<file path="src/sv/fat32cw_pkg.sv">
// Package for the FAT32 cluster chain walker: field widths, command, kind,
// status and register index codes, walk phase type and FAT32 constants.
// No dependencies.
package fat32cw_pkg;

  // Field widths
  localparam int unsigned CMD_W    = 2;
  localparam int unsigned CLUS_W   = 32;
  localparam int unsigned SECT_W   = 32;
  localparam int unsigned SPC_W    = 8;
  localparam int unsigned KIND_W   = 2;
  localparam int unsigned OFFSET_W = 9;
  localparam int unsigned STATUS_W = 3;
  localparam int unsigned CFG_IDX_W  = 2;
  localparam int unsigned CFG_DATA_W = 32;

  // One FAT sector holds 128 four-byte entries
  localparam int unsigned ENTRY_SHIFT = 7;

  localparam logic [CLUS_W-1:0] EOC_MARK  = 32'h0FFF_FFFF;
  localparam logic [CLUS_W-1:0] BAD_ENTRY = 32'hFFFF_FFFF;
  localparam logic [CLUS_W-1:0] FIRST_DATA_CLUSTER = 32'd2;

  typedef enum logic [CMD_W-1:0] {
    CMD_START   = 2'd0,
    CMD_ADVANCE = 2'd1,
    CMD_DELIVER = 2'd2
  } cmd_t;

  typedef enum logic [KIND_W-1:0] {
    KIND_DATA   = 2'd0,
    KIND_FAT    = 2'd1,
    KIND_STATUS = 2'd2
  } kind_t;

  typedef enum logic [STATUS_W-1:0] {
    ST_OK        = 3'd0,
    ST_BAD_START = 3'd1,
    ST_BROKEN    = 3'd2,
    ST_END       = 3'd3,
    ST_TURN      = 3'd4
  } status_t;

  typedef enum logic [CFG_IDX_W-1:0] {
    REG_SPC       = 2'd0,
    REG_DATA_START = 2'd1,
    REG_FAT_START = 2'd2,
    REG_FAT_LEN   = 2'd3
  } reg_idx_t;

  // Walk phase, one-hot
  typedef enum logic [3:0] {
    PH_IDLE       = 4'b0001,
    PH_WAIT_START = 4'b0010,
    PH_STREAM     = 4'b0100,
    PH_WAIT_NEXT  = 4'b1000
  } phase_t;

endpackage

</file>
<file path="src/sv/fat32_cluster_chain_walker_unit.sv">
// FAT32 cluster chain walker, top level: command decode, walk state and a
// two-register result pipeline. Depends on fat32cw_pkg.
//
// Usage
//   Input channel (in_valid/in_ready) carries one command per transaction:
//   start a chain, advance one sector, or deliver the FAT entry that the
//   walker last requested. Every command yields exactly one result on the
//   output channel (out_valid/out_ready): a data sector read, a FAT sector
//   read with the entry's byte offset, or a status-only report.
//   Configuration is a plain write port (cfg_write_en, cfg_index, cfg_data).
//   The user writes it while no transaction is in flight; it is not enforced.
// Timing
//   The walk state updates at the edge that accepts a command; the result
//   is held in the middle stage and then in the output register. One command
//   per cycle is taken when the receiver keeps up. The data sector address
//   needs a multiply of sectors_per_cluster by the relative cluster, done
//   between the middle stage and the output register.
// Reset and stall
//   rst (synchronous) returns the walk to idle, empties both stages and
//   restores the configuration defaults. When the receiver stalls, the result
//   holds, the middle stage fills, and then in_ready drops until it drains.
module fat32_cluster_chain_walker_unit (
  input  logic                                 clk,
  input  logic                                 rst,
  // command channel
  input  logic                                 in_valid,
  output logic                                 in_ready,
  input  logic [fat32cw_pkg::CMD_W-1:0]        command,
  input  logic [fat32cw_pkg::CLUS_W-1:0]       start_cluster,
  input  logic [fat32cw_pkg::CLUS_W-1:0]       fat_entry,
  // result channel
  output logic                                 out_valid,
  input  logic                                 out_ready,
  output logic [fat32cw_pkg::KIND_W-1:0]       kind,
  output logic [fat32cw_pkg::SECT_W-1:0]       sector_address,
  output logic [fat32cw_pkg::OFFSET_W-1:0]     entry_offset,
  output logic [fat32cw_pkg::STATUS_W-1:0]     status,
  // configuration
  input  logic                                 cfg_write_en,
  input  logic [fat32cw_pkg::CFG_IDX_W-1:0]    cfg_index,
  input  logic [fat32cw_pkg::CFG_DATA_W-1:0]   cfg_data
);
  import fat32cw_pkg::*;

  // Range check: at least 2 and within the FAT
  function automatic logic in_range(input logic [CLUS_W-1:0] cl,
                                    input logic [SECT_W-1:0] fat_len);
    logic [SECT_W-1:0] fat_sect;
    begin
      fat_sect = SECT_W'(cl >> ENTRY_SHIFT);
      in_range = (cl >= FIRST_DATA_CLUSTER) && (fat_sect < fat_len);
    end
  endfunction

  // Configuration registers
  logic [SPC_W-1:0]  sectors_per_cluster;
  logic [SECT_W-1:0] data_start_sector;
  logic [SECT_W-1:0] fat_start_sector;
  logic [SECT_W-1:0] fat_length_sectors;

  // Walk state
  phase_t            phase, phase_next;
  logic [CLUS_W-1:0] current_cluster, current_cluster_next;
  logic [CLUS_W-1:0] following_cluster, following_cluster_next;
  logic [SPC_W-1:0]  sector_in_cluster, sector_in_cluster_next;

  // Middle stage
  logic              s1_valid;
  kind_t             s1_kind, s1_kind_next;
  status_t           s1_status, s1_status_next;
  logic [SECT_W-1:0] s1_addr, s1_addr_next;
  logic [OFFSET_W-1:0] s1_offset, s1_offset_next;
  logic [CLUS_W-1:0] s1_rel, s1_rel_next;
  logic [SECT_W-1:0] s1_base, s1_base_next;

  // Output stage
  kind_t             out_kind;
  status_t           out_status;
  logic [SECT_W-1:0] out_addr;
  logic [OFFSET_W-1:0] out_offset;

  logic in_fire;
  logic advance;
  logic [SPC_W:0] sector_step;
  logic [SPC_W+CLUS_W-1:0] product;
  logic [SECT_W-1:0] data_addr;

  assign advance  = !out_valid || out_ready;
  assign in_ready = !s1_valid || advance;
  assign in_fire  = in_valid && in_ready;
  assign sector_step = {1'b0, sector_in_cluster} + (SPC_W+1)'(1);

  // Configuration writes
  always_ff @(posedge clk) begin
    if (rst) begin
      sectors_per_cluster <= SPC_W'(1);
      data_start_sector   <= '0;
      fat_start_sector    <= '0;
      fat_length_sectors  <= '0;
    end else if (cfg_write_en) begin
      case (reg_idx_t'(cfg_index))
        REG_SPC:        sectors_per_cluster <= cfg_data[SPC_W-1:0];
        REG_DATA_START: data_start_sector   <= cfg_data[SECT_W-1:0];
        REG_FAT_START:  fat_start_sector    <= cfg_data[SECT_W-1:0];
        REG_FAT_LEN:    fat_length_sectors  <= cfg_data[SECT_W-1:0];
        default: ;
      endcase
    end
  end

  // Decode the command, step the walk and build the partial result
  always_comb begin
    phase_next             = phase;
    current_cluster_next   = current_cluster;
    following_cluster_next = following_cluster;
    sector_in_cluster_next = sector_in_cluster;
    s1_kind_next   = KIND_STATUS;
    s1_status_next = ST_TURN;
    s1_addr_next   = '0;
    s1_offset_next = '0;
    s1_rel_next    = current_cluster - FIRST_DATA_CLUSTER;
    s1_base_next   = data_start_sector;
    case (cmd_t'(command))
      CMD_START: begin
        sector_in_cluster_next = '0;
        current_cluster_next   = start_cluster;
        if (in_range(start_cluster, fat_length_sectors)) begin
          phase_next     = PH_WAIT_START;
          s1_kind_next   = KIND_FAT;
          s1_status_next = ST_OK;
          s1_addr_next   = fat_start_sector + SECT_W'(start_cluster >> ENTRY_SHIFT);
          s1_offset_next = {start_cluster[ENTRY_SHIFT-1:0], 2'b00};
        end else begin
          phase_next     = PH_IDLE;
          s1_status_next = ST_BAD_START;
        end
      end
      CMD_DELIVER: begin
        if (phase == PH_WAIT_START || phase == PH_WAIT_NEXT) begin
          following_cluster_next = fat_entry;
          if (fat_entry == '0 || fat_entry == BAD_ENTRY) begin
            phase_next     = PH_IDLE;
            s1_status_next = ST_BROKEN;
          end else begin
            phase_next             = PH_STREAM;
            sector_in_cluster_next = '0;
            s1_kind_next   = KIND_DATA;
            s1_status_next = ST_OK;
          end
        end
      end
      CMD_ADVANCE: begin
        if (phase == PH_STREAM) begin
          if (sector_step >= {1'b0, sectors_per_cluster}) begin
            // Cluster exhausted: stop at the end mark or follow the chain
            sector_in_cluster_next = '0;
            if (following_cluster == EOC_MARK) begin
              phase_next     = PH_IDLE;
              s1_status_next = ST_END;
            end else begin
              current_cluster_next = following_cluster;
              if (in_range(following_cluster, fat_length_sectors)) begin
                phase_next     = PH_WAIT_NEXT;
                s1_kind_next   = KIND_FAT;
                s1_status_next = ST_OK;
                s1_addr_next   = fat_start_sector +
                                 SECT_W'(following_cluster >> ENTRY_SHIFT);
                s1_offset_next = {following_cluster[ENTRY_SHIFT-1:0], 2'b00};
              end else begin
                phase_next     = PH_IDLE;
                s1_status_next = ST_BROKEN;
              end
            end
          end else begin
            sector_in_cluster_next = sector_step[SPC_W-1:0];
            s1_kind_next   = KIND_DATA;
            s1_status_next = ST_OK;
            s1_base_next   = data_start_sector + SECT_W'(sector_step[SPC_W-1:0]);
          end
        end
      end
      default: ;
    endcase
  end

  // Walk state and middle stage control
  always_ff @(posedge clk) begin
    if (rst) begin
      phase             <= PH_IDLE;
      current_cluster   <= '0;
      following_cluster <= '0;
      sector_in_cluster <= '0;
      s1_valid          <= 1'b0;
    end else begin
      if (in_fire) begin
        phase             <= phase_next;
        current_cluster   <= current_cluster_next;
        following_cluster <= following_cluster_next;
        sector_in_cluster <= sector_in_cluster_next;
        s1_valid          <= 1'b1;
      end else if (advance) begin
        s1_valid          <= 1'b0;
      end
    end
  end

  // Middle stage payload
  always_ff @(posedge clk) begin
    if (in_fire) begin
      s1_kind   <= s1_kind_next;
      s1_status <= s1_status_next;
      s1_addr   <= s1_addr_next;
      s1_offset <= s1_offset_next;
      s1_rel    <= s1_rel_next;
      s1_base   <= s1_base_next;
    end
  end

  // Data sector address: base plus cluster size times relative cluster
  assign product   = {{CLUS_W{1'b0}}, sectors_per_cluster} * {{SPC_W{1'b0}}, s1_rel};
  assign data_addr = s1_base + product[SECT_W-1:0];

  // Output register
  always_ff @(posedge clk) begin
    if (rst) begin
      out_valid <= 1'b0;
    end else if (advance) begin
      out_valid <= s1_valid;
    end
  end

  always_ff @(posedge clk) begin
    if (advance && s1_valid) begin
      out_kind   <= s1_kind;
      out_status <= s1_status;
      out_offset <= s1_offset;
      out_addr   <= (s1_kind == KIND_DATA) ? data_addr : s1_addr;
    end
  end

  assign kind           = out_kind;
  assign status         = out_status;
  assign sector_address = out_addr;
  assign entry_offset   = out_offset;

  // Checks on the walk and the result pipeline
  a_status_only_clear: assert property (@(posedge clk) disable iff (rst)
    (out_valid && out_kind == KIND_STATUS) |-> (out_addr == '0 && out_offset == '0))
    else $error("status-only result carries an address or offset");

  a_request_ok: assert property (@(posedge clk) disable iff (rst)
    (out_valid && out_kind != KIND_STATUS) |-> (out_status == ST_OK))
    else $error("read request with a non-ok status");

  a_bad_start_idle: assert property (@(posedge clk) disable iff (rst)
    (in_fire && command == CMD_START && start_cluster < FIRST_DATA_CLUSTER)
      |=> (phase == PH_IDLE))
    else $error("bad start cluster left the walk active");

  a_stage_hold: assert property (@(posedge clk) disable iff (rst)
    (s1_valid && !advance) |=> (s1_valid && $stable(s1_kind) && $stable(s1_addr)))
    else $error("middle stage lost a transaction under stall");

  a_turn_no_change: assert property (@(posedge clk) disable iff (rst)
    (in_fire && command == CMD_ADVANCE && phase != PH_STREAM)
      |=> ($stable(phase) && $stable(current_cluster)))
    else $error("out-of-turn advance changed the walk state");

endmodule

</file>
<file path="config.mk">
export PLATFORM = sky130hd
export DESIGN_NAME = fat32_cluster_chain_walker_unit
export DESIGN_NICKNAME = d
export VERILOG_FILES = /design/src/sv/fat32cw_pkg.sv /design/src/sv/fat32_cluster_chain_walker_unit.sv
export SDC_FILE = /design/constraint.sdc
export NUM_CORES = 1
export LEC_CHECK = 0
export ABC_AREA = 1
export CORE_ASPECT_RATIO = 1.2
export CORE_MARGIN = 5
export CORE_UTILIZATION = 25
export CTS_BUF_LIST = sky130_fd_sc_hd__clkbuf_8 sky130_fd_sc_hd__clkbuf_16
export DETAILED_ROUTE_END_ITERATION = 6
export DONT_BUFFER_PORTS = 1
export MAX_ROUTING_LAYER = met4
export PLACE_DENSITY = 0.42
export SLEW_MARGIN = 20
export SYNTH_ARGS = -nofsm -noshare
export SYNTH_HDL_FRONTEND = slang
export SYNTH_SLANG_ARGS = --single-unit
</file>
<file path="constraint.sdc">
create_clock -name clk -period 5.7 [get_ports clk]
set_input_delay 0.285 -clock clk [delete_from_list [all_inputs] [get_ports clk]]
set_output_delay 0.285 -clock clk [all_outputs]
set_load 0.01 [all_outputs]
</file>
==> qor.yml <==
finalCritPeriodShare_pct: 91.3
min_from: "start_cluster[8]"
grt_pass1_vias: 24361
fmax_mhz: 192
finalSetupTns_ns: 0
hold_violations: 0
drt_pre_antenna_iters: 6
worstPathRequired_ns: 6.06
synth_cell_types: 53
drt-total-wl_um: 117000
drive_above_1_share_pct: 3.83
synth_ff_type: "dfxtp_1"
dp_hpwl_um: 93600
viasPerCell: 4.64
areaGrowthSynthToFinish_pct: 14.3
final_nets: 4286
gr-usage-met2_pct: 34.2
synth_edf_count: 152
grt_pass1_wl_um: 170000
cts_hold_buf: 100
drc: 0
postRouteAntennaNets: 0
port-buffer-count: 0
track_usage_pct: 20.1
critical_path_class: "reg2reg"
grtUsageMet3_pct: 2.92
yosysTopAreaCellShare_pct: 16.5
worst_setup_path_end_kind: "register"
maxSlewViolCount: 0
yosysMostFrequentCell: "nand2_1"
synth_top_cells_by_count: "nand2_1 (911), inv_1 (656), nor2_1 (421), o21ai_0 (245), a21oi_1 (202)"
synthArstFlopShare_pct: 0
cts_resized: 0
start_kind: "register"
ys_warn_count: 0
gp_congestion: 0.933
clk_latency_ns: 0.61
clock_skew_ns: 0.0342
crit_start: "sectors_per_cluster[7]"
die_area_um2: 118000
rsz0062_at_grt: "false"
cts.sinks: 334
crit_path_max_fanout: 13
ios: 153
n_fill_cell: 12160
stdcell_count: 5298
synth_top_cell_by_area: "edfxtp_1"
r2r_cells: 18
core_um2: 110000
num_vias: 24572
rows: 133
start_util_pct: 25.2
use_met1_pct: 23.7
grt_remaining_overflow: 0
reg2reg_from: "sectors_per_cluster[7]"
die_width_um: 314
grt_busiest_layer: "met2"
netlist_area_um2: 27700
status: "finished, final reports clean"
drtIter0Drc: 1716
ys_seq_area_share_pct: 29.6
maxCapViolCount: 0
die_y_um: 375
setup_viol: 0
worstPathArrival_ns: 5.56
cts_buffer_depth: 3
grt_start_max_net_pins: 66
cts_root_buffer: "clkbuf_16"
antenna_found_initial: 15
slew_headroom_pct: 29.9
post_cts_buffers: 0
cts_buffers: 41
hold_path_depth: 3
wl_per_cell_um: 22.2
hold_path.class: "in2reg"
synth_area_leaders: "edfxtp_1 (16%), fa_1 (14%), dfxtp_1 (13%)"
period_minus_slack_ns: 5.20
ir_worst_vdd_v: 0.000182
placed_cells: 5105
cts_tree: "built"
h-tree-depth: 2
synth.ff_latch_count: 334
clk_pin_slew_ns: 0.06
post-route-util_pct: 28.9
tightest_slew_ns: 1.04
syn_inst: 3778
p_leak_uw: 0.0154
powerDensity_nw_per_um2: 292
syn_area_per_cell_um2: 7.34
## state kept, by name (all words and copies together) (netlist names), 7 cells and up
signal / flops
sectors_per_cluster: 8
sector_address: 32
fat_length_sectors: 32
s1_rel: 32
following_cluster: 32
data_start_sector: 32
sector_in_cluster: 8
current_cluster: 32
s1_addr: 32
s1_base: 32
fat_start_sector: 32
entry_offset: 7
s1_offset: 7
## layout make-up
type / instances / area [µm²] / share of cell area [%]
timing repair buffer: 137 / 1370 / 4.31
clock buffer: 43 / 1050 / 3.32
clock inverter: 31 / 264 / 0.833
sequential: 334 / 8210 / 25.9
multi-input combinational: 2652 / 16500 / 52.0
antenna: 19 / 47.5 / 0.150
inverter: 665 / 2500 / 7.90
tap: 1417 / 1770 / 5.59
## where the power goes
part           leakage, µW  switching [µW]  internal (µW)
Combinational       0.0117            2400           1260
Clock             0.000677            1180           1450
Sequential         0.00300             225           2730
## per-layer routing
layer / vias to the layer above / share of wire (%)
li1: 12021 / -
met1: 11805 / 41
met2: 590 / 49
met3: 156 / 4.5
met4: 0 / 5.1
met5: - / 0
## through the flow
stage               setup slack [ns]  power (µW)  cell area, µm²  hold slack [ns]
global route                   0.160        9900           31700           0.0601
global placement               0.546        6670           29300            0.357
CTS                            0.481        9430           31700           0.0150
finish                         0.497        9240           31700           0.0600
floorplan                      0.922        5330           27700            0.400
detailed placement             0.491        6650           29300            0.359
## cell usage in the layout, fill, tap and decap left out, drive strengths merged, types with 58 or more instances in the layout
cell / count
xor2: 75
ha: 161
inv: 680
nand4: 58
fa: 189
nand2: 913
o21ai: 266
nand3: 153
nor2: 430
edfxtp: 152
dfxtp: 182
dlygate4sd3: 100
a21oi: 203
## path summary, 6_finish.rpt
check	slack, ns	end
max	0.50	sector_address[27]
min	0.06	s1_addr[1]
max reg2reg	0.50	sector_address[27]
min reg2reg	0.42	status[2]
## cell families after synthesis
| group | after synthesis | share of synthesized area (%) |
|---|---|---|
| simple gates | 1654 | 24.7 |
| fa+ha+maj | 350 | 20.9 |
| xor+xnor | 117 | 3.70 |
| compound gates | 529 | 10.1 |
| buf+inv | 793 | 11.0 |
| other cells | 1 | 0.0135 |
| flops | 334 | 29.6 |
## critical path, stage by stage, from the launching register on
cell,delay (ns)
dfxtp_1,0.60
buf_4,0.23
nand2_1,0.05
inv_1,0.09
fa_1,0.42
fa_1,0.52
fa_1,0.56
inv_1,0.06
fa_1,0.59
inv_1,0.06
ha_1,0.40
a21oi_1,0.22
o21ai_0,0.14
a21oi_1,0.20
nand3_1,0.23
a21o_1,0.23
or2_2,0.27
nand3_1,0.07
nand2_1,0.05
(Power assumes the default switching activity.)
